## src/sv/assert_macros.svh

```systemverilog
// ----------------------------------------------------------------------------
// Assertion macros
// Clocked checks on clk with synchronous active-low reset rst_n.
// ----------------------------------------------------------------------------
`ifndef ASSERT_MACROS_SVH
`define ASSERT_MACROS_SVH

// Same-cycle implication
`define DHD_CHECK_SAME(label, ante, cons) \
  label: assert property (@(posedge clk) disable iff (!rst_n) (ante) |-> (cons)) \
    else $error("%m: same-cycle check failed");

// Next-cycle implication
`define DHD_CHECK_NEXT(label, ante, cons) \
  label: assert property (@(posedge clk) disable iff (!rst_n) (ante) |=> (cons)) \
    else $error("%m: next-cycle check failed");

`endif

```

## src/sv/dhd_pkg.sv

```systemverilog
// ----------------------------------------------------------------------------
// dhd_pkg
// Shared widths, register indexes, reset values and helpers of the decoder.
// ----------------------------------------------------------------------------
`timescale 1ns / 1ps

package dhd_pkg;

  localparam int MAX_CLASSES_DEF = 256;

  // shared multiplier operand widths
  localparam int MUL_A_W = 33;
  localparam int MUL_B_W = 17;
  localparam int MUL_P_W = MUL_A_W + MUL_B_W;

  localparam int CFG_IDX_W  = 3;
  localparam int CFG_DATA_W = 48;

  localparam logic [CFG_IDX_W-1:0] REG_CONF_THR   = 3'd0;
  localparam logic [CFG_IDX_W-1:0] REG_ZERO_PTS   = 3'd1;
  localparam logic [CFG_IDX_W-1:0] REG_DQ_SCALES  = 3'd2;
  localparam logic [CFG_IDX_W-1:0] REG_STRIDES    = 3'd3;
  localparam logic [CFG_IDX_W-1:0] REG_PADS       = 3'd4;
  localparam logic [CFG_IDX_W-1:0] REG_MODEL_SIZE = 3'd5;
  localparam logic [CFG_IDX_W-1:0] REG_INV_SCALE  = 3'd6;

  localparam logic [15:0] CONF_THR_RST   = 16'd16384;
  localparam logic [23:0] ZERO_PTS_RST   = 24'd0;
  localparam logic [47:0] DQ_SCALES_RST  = 48'd0;
  localparam logic [15:0] STRIDES_RST    = 16'h0808;
  localparam logic [31:0] PADS_RST       = 32'd0;
  localparam logic [31:0] MODEL_SIZE_RST = 32'h0280_0280;
  localparam logic [15:0] INV_SCALE_RST  = 16'h1000;

  localparam logic [13:0] COORD_MAX = 14'h3FFF;
  localparam logic [15:0] SCORE_MAX = 16'hFFFF;

  typedef struct packed {
    logic                      en;
    logic signed [MUL_A_W-1:0] a;
    logic signed [MUL_B_W-1:0] b;
  } mul_req_t;

  // (code - zero point), sign-extended to the multiplier A width
  function automatic logic signed [MUL_A_W-1:0] dq_diff(input logic [7:0] code,
                                                        input logic [7:0] zp);
    logic signed [8:0] d;
    d = $signed({code[7], code}) - $signed({zp[7], zp});
    return {{(MUL_A_W-9){d[8]}}, d};
  endfunction

  // unsigned 16-bit value as a positive B operand
  function automatic logic signed [MUL_B_W-1:0] ub16(input logic [15:0] v);
    return $signed({1'b0, v});
  endfunction

endpackage

```

## src/sv/dhd_mul.sv

```systemverilog
// ----------------------------------------------------------------------------
// dhd_mul
// Shared signed multiplier with a registered product.
// ----------------------------------------------------------------------------
`timescale 1ns / 1ps

module dhd_mul (
  input  logic                                   clk,
  input  dhd_pkg::mul_req_t                      req,
  output logic signed [dhd_pkg::MUL_P_W-1:0]     prod_r
);
  import dhd_pkg::*;

  logic signed [MUL_P_W-1:0] prod_nxt;

  assign prod_nxt = MUL_P_W'(req.a) * MUL_P_W'(req.b);

  always_ff @(posedge clk) begin
    if (req.en) begin
      prod_r <= prod_nxt;
    end
  end

endmodule

```

## src/sv/detection_head_decoder.sv

```systemverilog
// ----------------------------------------------------------------------------
// detection_head_decoder
// Per-cell class argmax and anchor-free box decode of an int8 detection head.
// ----------------------------------------------------------------------------
// One item is taken at a time; in_tready is low while it is worked on. A class
// item that is not the last of its cell visits ST_CLS only; the last also visits
// ST_OBJ and, for a box, ST_DQB, ST_POS, ST_STR, ST_CLP, ST_INV and ST_WR per
// corner, then ST_FIN, plus any wait for the output register to drain. All
// products go through a single shared 33x17 multiplier: one for each class score,
// one for objectness per class item, three per box corner (distance dequantize,
// stride, inverse scale). The result sits in an output register, so the next
// item is accepted while a box waits on out_tready; reset runs no clearing pass.
`timescale 1ns / 1ps
`include "assert_macros.svh"

module detection_head_decoder #(
  parameter int MAX_CLASSES = dhd_pkg::MAX_CLASSES_DEF
) (
  input  logic                               clk,
  input  logic                               rst_n,
  input  logic                               in_tvalid,
  output logic                               in_tready,
  // row, col, objectness_code, dist_left, dist_top, dist_right, dist_bottom,
  // class_code (8 bits each)
  input  logic [63:0]                        in_tdata,
  input  logic                               in_tlast,   // last_class
  output logic                               out_tvalid,
  input  logic                               out_tready,
  // winning class (8), score (16), left_x, top_y, right_x, bottom_y (14 each)
  output logic [79:0]                        out_tdata,
  input  logic                               cfg_valid,
  output logic                               cfg_ready,
  input  logic [dhd_pkg::CFG_IDX_W-1:0]      cfg_index,
  input  logic [dhd_pkg::CFG_DATA_W-1:0]     cfg_data
);
  import dhd_pkg::*;

  localparam int CIDX_W = (MAX_CLASSES > 1) ? $clog2(MAX_CLASSES) : 1;

  typedef enum logic [3:0] {
    ST_IDLE, ST_CLS, ST_OBJ, ST_DQB, ST_POS, ST_STR, ST_CLP, ST_INV, ST_WR, ST_FIN
  } state_t;

  state_t                    state_r, state_nxt;
  logic [1:0]                k_r, k_nxt;
  logic                      out_valid_r, out_valid_nxt;
  logic [79:0]               out_data_r, out_data_nxt;
  logic [23:0]               best_score_r, best_score_nxt;
  logic [CIDX_W-1:0]         best_class_r, best_class_nxt;
  logic                      has_class_r, has_class_nxt;
  logic [CIDX_W-1:0]         class_index_r, class_index_nxt;

  logic [15:0]               conf_thr_r, conf_thr_nxt;
  logic [23:0]               zero_pts_r, zero_pts_nxt;
  logic [47:0]               dq_scales_r, dq_scales_nxt;
  logic [15:0]               strides_r, strides_nxt;
  logic [31:0]               pads_r, pads_nxt;
  logic [31:0]               model_size_r, model_size_nxt;
  logic [15:0]               inv_scale_r, inv_scale_nxt;

  logic [7:0]                row_r, row_nxt;
  logic [7:0]                col_r, col_nxt;
  logic [7:0]                obj_r, obj_nxt;
  logic [7:0]                dist_r [4];
  logic [7:0]                dist_nxt [4];
  logic                      last_r, last_nxt;
  logic signed [MUL_A_W-1:0] acc_r, acc_nxt;
  logic [13:0]               corner_r [4];
  logic [13:0]               corner_nxt [4];

  mul_req_t                  mreq;
  logic signed [MUL_P_W-1:0] prod_r;

  logic                      in_xfer;
  logic                      out_free;
  logic                      emit;
  logic signed [MUL_A_W-1:0] cpos;
  logic signed [MUL_A_W-1:0] dlow;
  logic signed [MUL_P_W-1:0] pad_q;
  logic signed [MUL_P_W-1:0] lim_q;
  logic signed [MUL_P_W-1:0] vpos;
  logic [15:0]               score_sat;

  dhd_mul u_mul (
    .clk    (clk),
    .req    (mreq),
    .prod_r (prod_r)
  );

  assign in_tready  = (state_r == ST_IDLE);
  assign in_xfer    = in_tvalid && in_tready;
  assign cfg_ready  = 1'b1;
  assign out_tvalid = out_valid_r;
  assign out_tdata  = out_data_r;
  assign out_free   = !out_valid_r || out_tready;

  assign emit = ($signed(prod_r) >= $signed({{(MUL_P_W-16){1'b0}}, conf_thr_r}))
             && has_class_r && (best_score_r > {8'b0, conf_thr_r});

  assign cpos  = $signed({9'b0, (k_r[0] ? row_r : col_r), 16'h8000});
  assign dlow  = prod_r[MUL_A_W-1:0];
  assign pad_q = $signed({18'b0, (k_r[0] ? pads_r[31:16] : pads_r[15:0]), 16'b0});
  assign lim_q = $signed({18'b0, (k_r[0] ? model_size_r[31:16] : model_size_r[15:0]),
                          16'b0});
  assign vpos  = prod_r - pad_q;
  assign score_sat = (best_score_r[23:16] != 8'd0) ? SCORE_MAX : best_score_r[15:0];

  // shared multiplier operand select
  always_comb begin
    mreq = '0;
    case (state_r)
      ST_IDLE: begin
        mreq.en = in_xfer;
        mreq.a  = dq_diff(in_tdata[63:56], zero_pts_r[15:8]);
        mreq.b  = ub16(dq_scales_r[31:16]);
      end
      ST_CLS: begin
        mreq.en = 1'b1;
        mreq.a  = dq_diff(obj_r, zero_pts_r[7:0]);
        mreq.b  = ub16(dq_scales_r[15:0]);
      end
      ST_DQB: begin
        mreq.en = 1'b1;
        mreq.a  = dq_diff(dist_r[k_r], zero_pts_r[23:16]);
        mreq.b  = ub16(dq_scales_r[47:32]);
      end
      ST_STR: begin
        mreq.en = 1'b1;
        mreq.a  = acc_r;
        mreq.b  = ub16({8'b0, (k_r[0] ? strides_r[15:8] : strides_r[7:0])});
      end
      ST_INV: begin
        mreq.en = 1'b1;
        mreq.a  = acc_r;
        mreq.b  = ub16(inv_scale_r);
      end
      default: begin
        mreq = '0;
      end
    endcase
  end

  always_comb begin
    state_nxt       = state_r;
    k_nxt           = k_r;
    out_valid_nxt   = out_valid_r && !out_tready;
    out_data_nxt    = out_data_r;
    best_score_nxt  = best_score_r;
    best_class_nxt  = best_class_r;
    has_class_nxt   = has_class_r;
    class_index_nxt = class_index_r;
    conf_thr_nxt    = conf_thr_r;
    zero_pts_nxt    = zero_pts_r;
    dq_scales_nxt   = dq_scales_r;
    strides_nxt     = strides_r;
    pads_nxt        = pads_r;
    model_size_nxt  = model_size_r;
    inv_scale_nxt   = inv_scale_r;
    row_nxt         = row_r;
    col_nxt         = col_r;
    obj_nxt         = obj_r;
    dist_nxt        = dist_r;
    last_nxt        = last_r;
    acc_nxt         = acc_r;
    corner_nxt      = corner_r;

    if (cfg_valid && cfg_ready) begin
      case (cfg_index)
        REG_CONF_THR:   conf_thr_nxt   = cfg_data[15:0];
        REG_ZERO_PTS:   zero_pts_nxt   = cfg_data[23:0];
        REG_DQ_SCALES:  dq_scales_nxt  = cfg_data[47:0];
        REG_STRIDES:    strides_nxt    = cfg_data[15:0];
        REG_PADS:       pads_nxt       = cfg_data[31:0];
        REG_MODEL_SIZE: model_size_nxt = cfg_data[31:0];
        REG_INV_SCALE:  inv_scale_nxt  = cfg_data[15:0];
        default: ;
      endcase
    end

    case (state_r)
      ST_IDLE: begin
        if (in_xfer) begin
          row_nxt     = in_tdata[7:0];
          col_nxt     = in_tdata[15:8];
          obj_nxt     = in_tdata[23:16];
          dist_nxt[0] = in_tdata[31:24];
          dist_nxt[1] = in_tdata[39:32];
          dist_nxt[2] = in_tdata[47:40];
          dist_nxt[3] = in_tdata[55:48];
          last_nxt    = in_tlast;
          state_nxt   = ST_CLS;
        end
      end
      ST_CLS: begin
        if ($signed(prod_r) > $signed({{(MUL_P_W-24){1'b0}}, best_score_r})) begin
          best_score_nxt = prod_r[23:0];
          best_class_nxt = class_index_r;
          has_class_nxt  = 1'b1;
        end
        class_index_nxt = (class_index_r == CIDX_W'(MAX_CLASSES - 1)) ? '0
                        : class_index_r + 1'b1;
        state_nxt = last_r ? ST_OBJ : ST_IDLE;
      end
      ST_OBJ: begin
        if (emit) begin
          k_nxt     = 2'd0;
          state_nxt = ST_DQB;
        end else begin
          best_score_nxt  = '0;
          best_class_nxt  = '0;
          has_class_nxt   = 1'b0;
          class_index_nxt = '0;
          state_nxt       = ST_IDLE;
        end
      end
      ST_DQB: begin
        state_nxt = ST_POS;
      end
      ST_POS: begin
        // left and top subtract the distance, right and bottom add it
        acc_nxt   = k_r[1] ? (cpos + dlow) : (cpos - dlow);
        state_nxt = ST_STR;
      end
      ST_STR: begin
        state_nxt = ST_CLP;
      end
      ST_CLP: begin
        if (vpos < 0) begin
          acc_nxt = '0;
        end else if (vpos > lim_q) begin
          acc_nxt = lim_q[MUL_A_W-1:0];
        end else begin
          acc_nxt = vpos[MUL_A_W-1:0];
        end
        state_nxt = ST_INV;
      end
      ST_INV: begin
        state_nxt = ST_WR;
      end
      ST_WR: begin
        corner_nxt[k_r] = (prod_r[47:42] != 6'd0) ? COORD_MAX : prod_r[41:28];
        if (k_r == 2'd3) begin
          k_nxt     = 2'd0;
          state_nxt = ST_FIN;
        end else begin
          k_nxt     = k_r + 2'd1;
          state_nxt = ST_DQB;
        end
      end
      ST_FIN: begin
        if (out_free) begin
          out_valid_nxt   = 1'b1;
          out_data_nxt    = {corner_r[3], corner_r[2], corner_r[1], corner_r[0],
                             score_sat, 8'(best_class_r)};
          best_score_nxt  = '0;
          best_class_nxt  = '0;
          has_class_nxt   = 1'b0;
          class_index_nxt = '0;
          state_nxt       = ST_IDLE;
        end
      end
      default: begin
        state_nxt = ST_IDLE;
      end
    endcase
  end

  always_ff @(posedge clk) begin
    if (!rst_n) begin
      state_r       <= ST_IDLE;
      k_r           <= 2'd0;
      out_valid_r   <= 1'b0;
      best_score_r  <= '0;
      best_class_r  <= '0;
      has_class_r   <= 1'b0;
      class_index_r <= '0;
      conf_thr_r    <= CONF_THR_RST;
      zero_pts_r    <= ZERO_PTS_RST;
      dq_scales_r   <= DQ_SCALES_RST;
      strides_r     <= STRIDES_RST;
      pads_r        <= PADS_RST;
      model_size_r  <= MODEL_SIZE_RST;
      inv_scale_r   <= INV_SCALE_RST;
    end else begin
      state_r       <= state_nxt;
      k_r           <= k_nxt;
      out_valid_r   <= out_valid_nxt;
      best_score_r  <= best_score_nxt;
      best_class_r  <= best_class_nxt;
      has_class_r   <= has_class_nxt;
      class_index_r <= class_index_nxt;
      conf_thr_r    <= conf_thr_nxt;
      zero_pts_r    <= zero_pts_nxt;
      dq_scales_r   <= dq_scales_nxt;
      strides_r     <= strides_nxt;
      pads_r        <= pads_nxt;
      model_size_r  <= model_size_nxt;
      inv_scale_r   <= inv_scale_nxt;
    end
    out_data_r <= out_data_nxt;
    row_r      <= row_nxt;
    col_r      <= col_nxt;
    obj_r      <= obj_nxt;
    dist_r     <= dist_nxt;
    last_r     <= last_nxt;
    acc_r      <= acc_nxt;
    corner_r   <= corner_nxt;
  end

  `DHD_CHECK_SAME(a_idle_corner_zero, state_r == ST_IDLE, k_r == 2'd0)
  `DHD_CHECK_SAME(a_best_has_class, has_class_r, best_score_r != 24'd0)
  `DHD_CHECK_SAME(a_best_empty, !has_class_r, best_score_r == 24'd0)
  `DHD_CHECK_NEXT(a_busy_after_take, in_tvalid && in_tready, !in_tready)
  `DHD_CHECK_SAME(a_out_from_fin, $rose(out_valid_r), $past(state_r) == ST_FIN)

endmodule
```

## config.mk

```make
export PLATFORM = sky130hd
export DESIGN_NAME = detection_head_decoder
export DESIGN_NICKNAME = d
export VERILOG_FILES = /design/src/sv/dhd_pkg.sv /design/src/sv/dhd_mul.sv /design/src/sv/detection_head_decoder.sv
export VERILOG_INCLUDE_DIRS = /design/src /design/src/sv
export SDC_FILE = /design/constraint.sdc
export NUM_CORES = 2
export LEC_CHECK = 0
export BUFFER_PORTS_ARGS = -buffer_cell sky130_fd_sc_hd__buf_2
export CAP_MARGIN = 10
export CORE_AREA = 2 2 314 316
export CTS_CLUSTER_DIAMETER = 100
export CTS_CLUSTER_SIZE = 25
export DETAILED_ROUTE_END_ITERATION = 8
export DIE_AREA = 0 0 316 318
export PLACE_DENSITY_LB_ADDON = 0.3
export SYNTH_ARGS = -nofsm -noshare
export SYNTH_HDL_FRONTEND = slang
export SYNTH_SLANG_ARGS = --single-unit
```

## constraint.sdc

```tcl
create_clock -name clk -period 30.6 [get_ports clk]
set_input_delay 3.06 -clock clk [delete_from_list [all_inputs] [get_ports clk]]
set_output_delay 3.06 -clock clk [all_outputs]
set_load 0.01 [all_outputs]
```

==> results.sh <==
export IMPL_layout_drive_gt1_share_pct=7.72
export IMPL_ios=204
export IMPL_grt_first_pass_wirelength_um=201000
export IMPL_synth_xor_area_share_pct=1.83
export IMPL_floorplan_rows=115
export IMPL_hold_class="reg -> reg"
export IMPL_worstSetupPathType="in -> reg"
export IMPL_drc=0
export IMPL_r2r_end="u_mul.prod_r[40]$_DFFE_PP_"
export IMPL_die_w_um=316
export IMPL_ant_nets=0
export IMPL_slew_viol_final=0
export IMPL_synth_simple_area_share_pct=16.0
export IMPL_worst_pin_slew_ns=1.20
export IMPL_synthAdderAreaFrac_pct=30.7
export IMPL_initial_utilization_pct=44.6
export IMPL_die_area_um2=100000
export IMPL_cts_setup_buffers=0
export IMPL_port_buffers=202
export IMPL_period_needed_ns=12.30
export IMPL_max_cap_viol_count=0
export IMPL_drtIter0Drc=3234
export IMPL_die_h_um=318
export IMPL_cts_sinks=508
export IMPL_r2r_slack_ns=19.78
export IMPL_grt_max_degree=110
export IMPL_syn2layout_area_growth_pct=7.20
export IMPL_grt_antenna_before_repair=0
export IMPL_syn_cell_area_um2=43500
export IMPL_wire_per_inst_um=21.7
export IMPL_post_cts_resized=0
export IMPL_synth_compound_area_share_pct=10.9
export IMPL_dp_hpwl_um=103000
export IMPL_synth_flop_cell="edfxtp_1"
export IMPL_synth_top_family_by_area="adder cells"
export IMPL_finalClockSkew_ns=0.0293
export IMPL_required_ns=30.94
export IMPL_gp_congestion=0.938
export IMPL_synth_top_area_share_pct=23.4
export IMPL_overflow=0
export IMPL_crit_path_max_fanout=50
export IMPL_period_share_pct=40.2
export IMPL_worst_setup_path_start_kind="input pin"
export IMPL_clkTransAtPathRegs_ns=0.10
export IMPL_outcome="finished, final reports clean"
export IMPL_synth_area_leader_cell="fa_1"
export IMPL_setup_viol=0
export IMPL_startpoint="in_tdata[56]"
export IMPL_endpoint="u_mul.prod_r[40]$_DFFE_PP_"
export IMPL_yosys_warnings=0
export IMPL_cts_tree="built"
export IMPL_arrival_ns=12.64
export IMPL_ys_types=84
export IMPL_placed_cell_area_um2=45900
export IMPL_tns_ns=0
export IMPL_yosysSeqAreaShare_pct=29.7
export IMPL_avgSynthCellArea_um2=9.29
export IMPL_end_kind="register"
export IMPL_nNetsFinal=5632
export IMPL_power_density_nw_per_um2=36.5
export IMPL_synthMuxAreaShare_pct=2.44
export IMPL_cts_inserted_buffers=24
export IMPL_synthArstFlopShare_pct=0
export IMPL_syn_nets=5566
export IMPL_grt_usage_pct=26.1
export IMPL_root_buffer="clkbuf_16"
export IMPL_reg2reg_depth=36
export IMPL_finalHoldViolCount=0
export IMPL_clock_latency_ns=0.61
export IMPL_crit_slowest_cell="and3_1"
export IMPL_wl_um=131000
export IMPL_grt_pass1_vias=33100
export IMPL_first_pass_iters=6
export IMPL_antennaDiodeCount=0
export IMPL_relSlewSlack_pct=20.3
export IMPL_r2r_start="k_r[1]$_SDFFE_PN0P_"
export IMPL_ys_seq_elements=508
export IMPL_synth_area_leaders="fa_1 23%, edfxtp_1 19%, dfxtp_1 11%, ha_1 7.3%, nand2_1 7.1%"
export IMPL_vdd_ir_drop_worst_uv=49.2
export IMPL_vias=33600
export IMPL_cts_max_path_buffers=3
export IMPL_netlist_instances=4683
export IMPL_fp_coreArea_um2=97400
export IMPL_viasPerCell=5.56
export IMPL_finish_utilization_pct=47.9
export IMPL_p_leak_nw=19.8
export IMPL_synth_edf_count=276
export IMPL_htreeDepth=1
export IMPL_cpPeakStageDelay_ns=0.60
export IMPL_max_freq_mhz=81.3
export IMPL_design_area_um2=46600
export IMPL_rsz0062_at_grt="false"
export IMPL_cts_hold_buffers=0
flip-flops by register name, indices dropped and copies added (netlist names), 16 cells and up:
name	cells
inv_scale_r	16
best_score_r	24
zero_pts_r	24
u_mul.prod_r	50
pads_r	32
dist_r	32
dq_scales_r	48
conf_thr_r	16
out_tdata	80
model_size_r	32
acc_r	33
corner_r	56
strides_r	16
worst max-delay path: cells and delay by family:
kind	cells	cell delay, ns
AO/OA/AOI/OAI	12	3.40
XOR/XNOR	1	0.16
adder cells (fa/ha/maj)	9	4.05
buffers and inverters	9	0.92
AND/OR/NAND/NOR	5	1.04
area by class of cell:
type	instances	area, um2
Clock buffer	40	723
Inverter	734	2760
Sequential cell	508	12900
Tap cell	1287	1610
Timing Repair Buffer	260	1450
Clock inverter	2	26.3
Fill cell	9285	50800
Multi-Input combinational cell	3221	27100
where the power goes:
group	switching (W)	internal (W)	leakage [nW]
combinational	0.000330	0.000184	15.0
clock	0.000221	0.000168	0.366
sequential	0.0000414	0.000755	4.46
logic make-up after synthesis:
logic type,count (synthesis)
AO/OA/AOI/OAI,679
XOR/XNOR,91
adder cells (fa/ha/maj),762
buffers and inverters,954
flip-flops,508
multiplexers,94
other,1
AND/OR/NAND/NOR,1594
worst min-delay path by stage:
stage                           startpoint                      end  slack (ns)  cells after the start
floorplan           corner_r[42]$_DFFE_PP_  out_tdata[24]$_DFFE_PP_        0.40                      0
global placement     corner_r[9]$_DFFE_PP_  out_tdata[75]$_DFFE_PP_        0.40                      0
detailed placement  corner_r[28]$_DFFE_PP_  out_tdata[38]$_DFFE_PP_        0.40                      0
CTS                 corner_r[42]$_DFFE_PP_  out_tdata[24]$_DFFE_PP_        0.42                      0
global route        corner_r[40]$_DFFE_PP_  out_tdata[50]$_DFFE_PP_        0.43                      0
finish              corner_r[40]$_DFFE_PP_  out_tdata[50]$_DFFE_PP_        0.43                      0
Yosys cell counts, drive strengths merged, types with 15 or more instances:
cell type	n
buf	18
ha	253
o211ai	18
a21boi	191
a21oi	96
dfxtp	232
nor2b	30
and2	16
o31ai	25
a22oi	28
o21a	18
and4	19
o21ai	89
mux2	16
a211oi	15
xnor2	64
nor4	20
xor2	27
nand2b	37
nor3	44
clkbuf	202
nand4	22
inv	733
a21o	49
and3	46
a31oi	36
fa	509
mux2i	70
nand3	135
nand2	819
edfxtp	276
nor2	347
metal layers:
metal / vias to the layer above / wire length [um] / track usage (%)
met1: 16700 / 56900 / 37.1
met4: 0 / 5380 / 8.64
met5: - / 0 / 0
met3: 226 / 9540 / 3.18
met2: 1333 / 59200 / 41.2
li1: 15400 / - / -
through the flow:
stage	worst slack, ns	total power (W)	cells	hold WS [ns]
global placement	18.02	0.00131	6009	0.401
finish	18.30	0.00170	6052	0.425
floorplan	19.13	0.00114	4683	0.400
CTS	18.45	0.00170	6051	0.424
detailed placement	17.78	0.00132	6009	0.405
global route	17.74	0.00178	6052	0.432
layout by cell type, fill, tap and decap left out, types with 13 or more instances in the layout:
master / count
nand2_1: 819
inv_1: 733
fa_1: 509
nor2_1: 341
edfxtp_1: 276
ha_1: 253
dfxtp_1: 231
buf_2: 201
a21boi_0: 191
nand3_1: 134
a21oi_1: 95
o21ai_0: 88
mux2i_1: 70
xnor2_1: 64
buf_4: 58
a21o_1: 49
and3_1: 46
nand2b_1: 37
nor3_1: 37
a31oi_1: 36
nor2b_1: 30
a22oi_1: 27
xor2_1: 27
clkbuf_16: 26
o31ai_1: 25
nand4_1: 22
and4_1: 19
o21a_1: 18
nor4_1: 18
mux2_2: 16
o211ai_1: 15
a211oi_1: 13
Note: power is estimated with default switching activity, not from simulation.
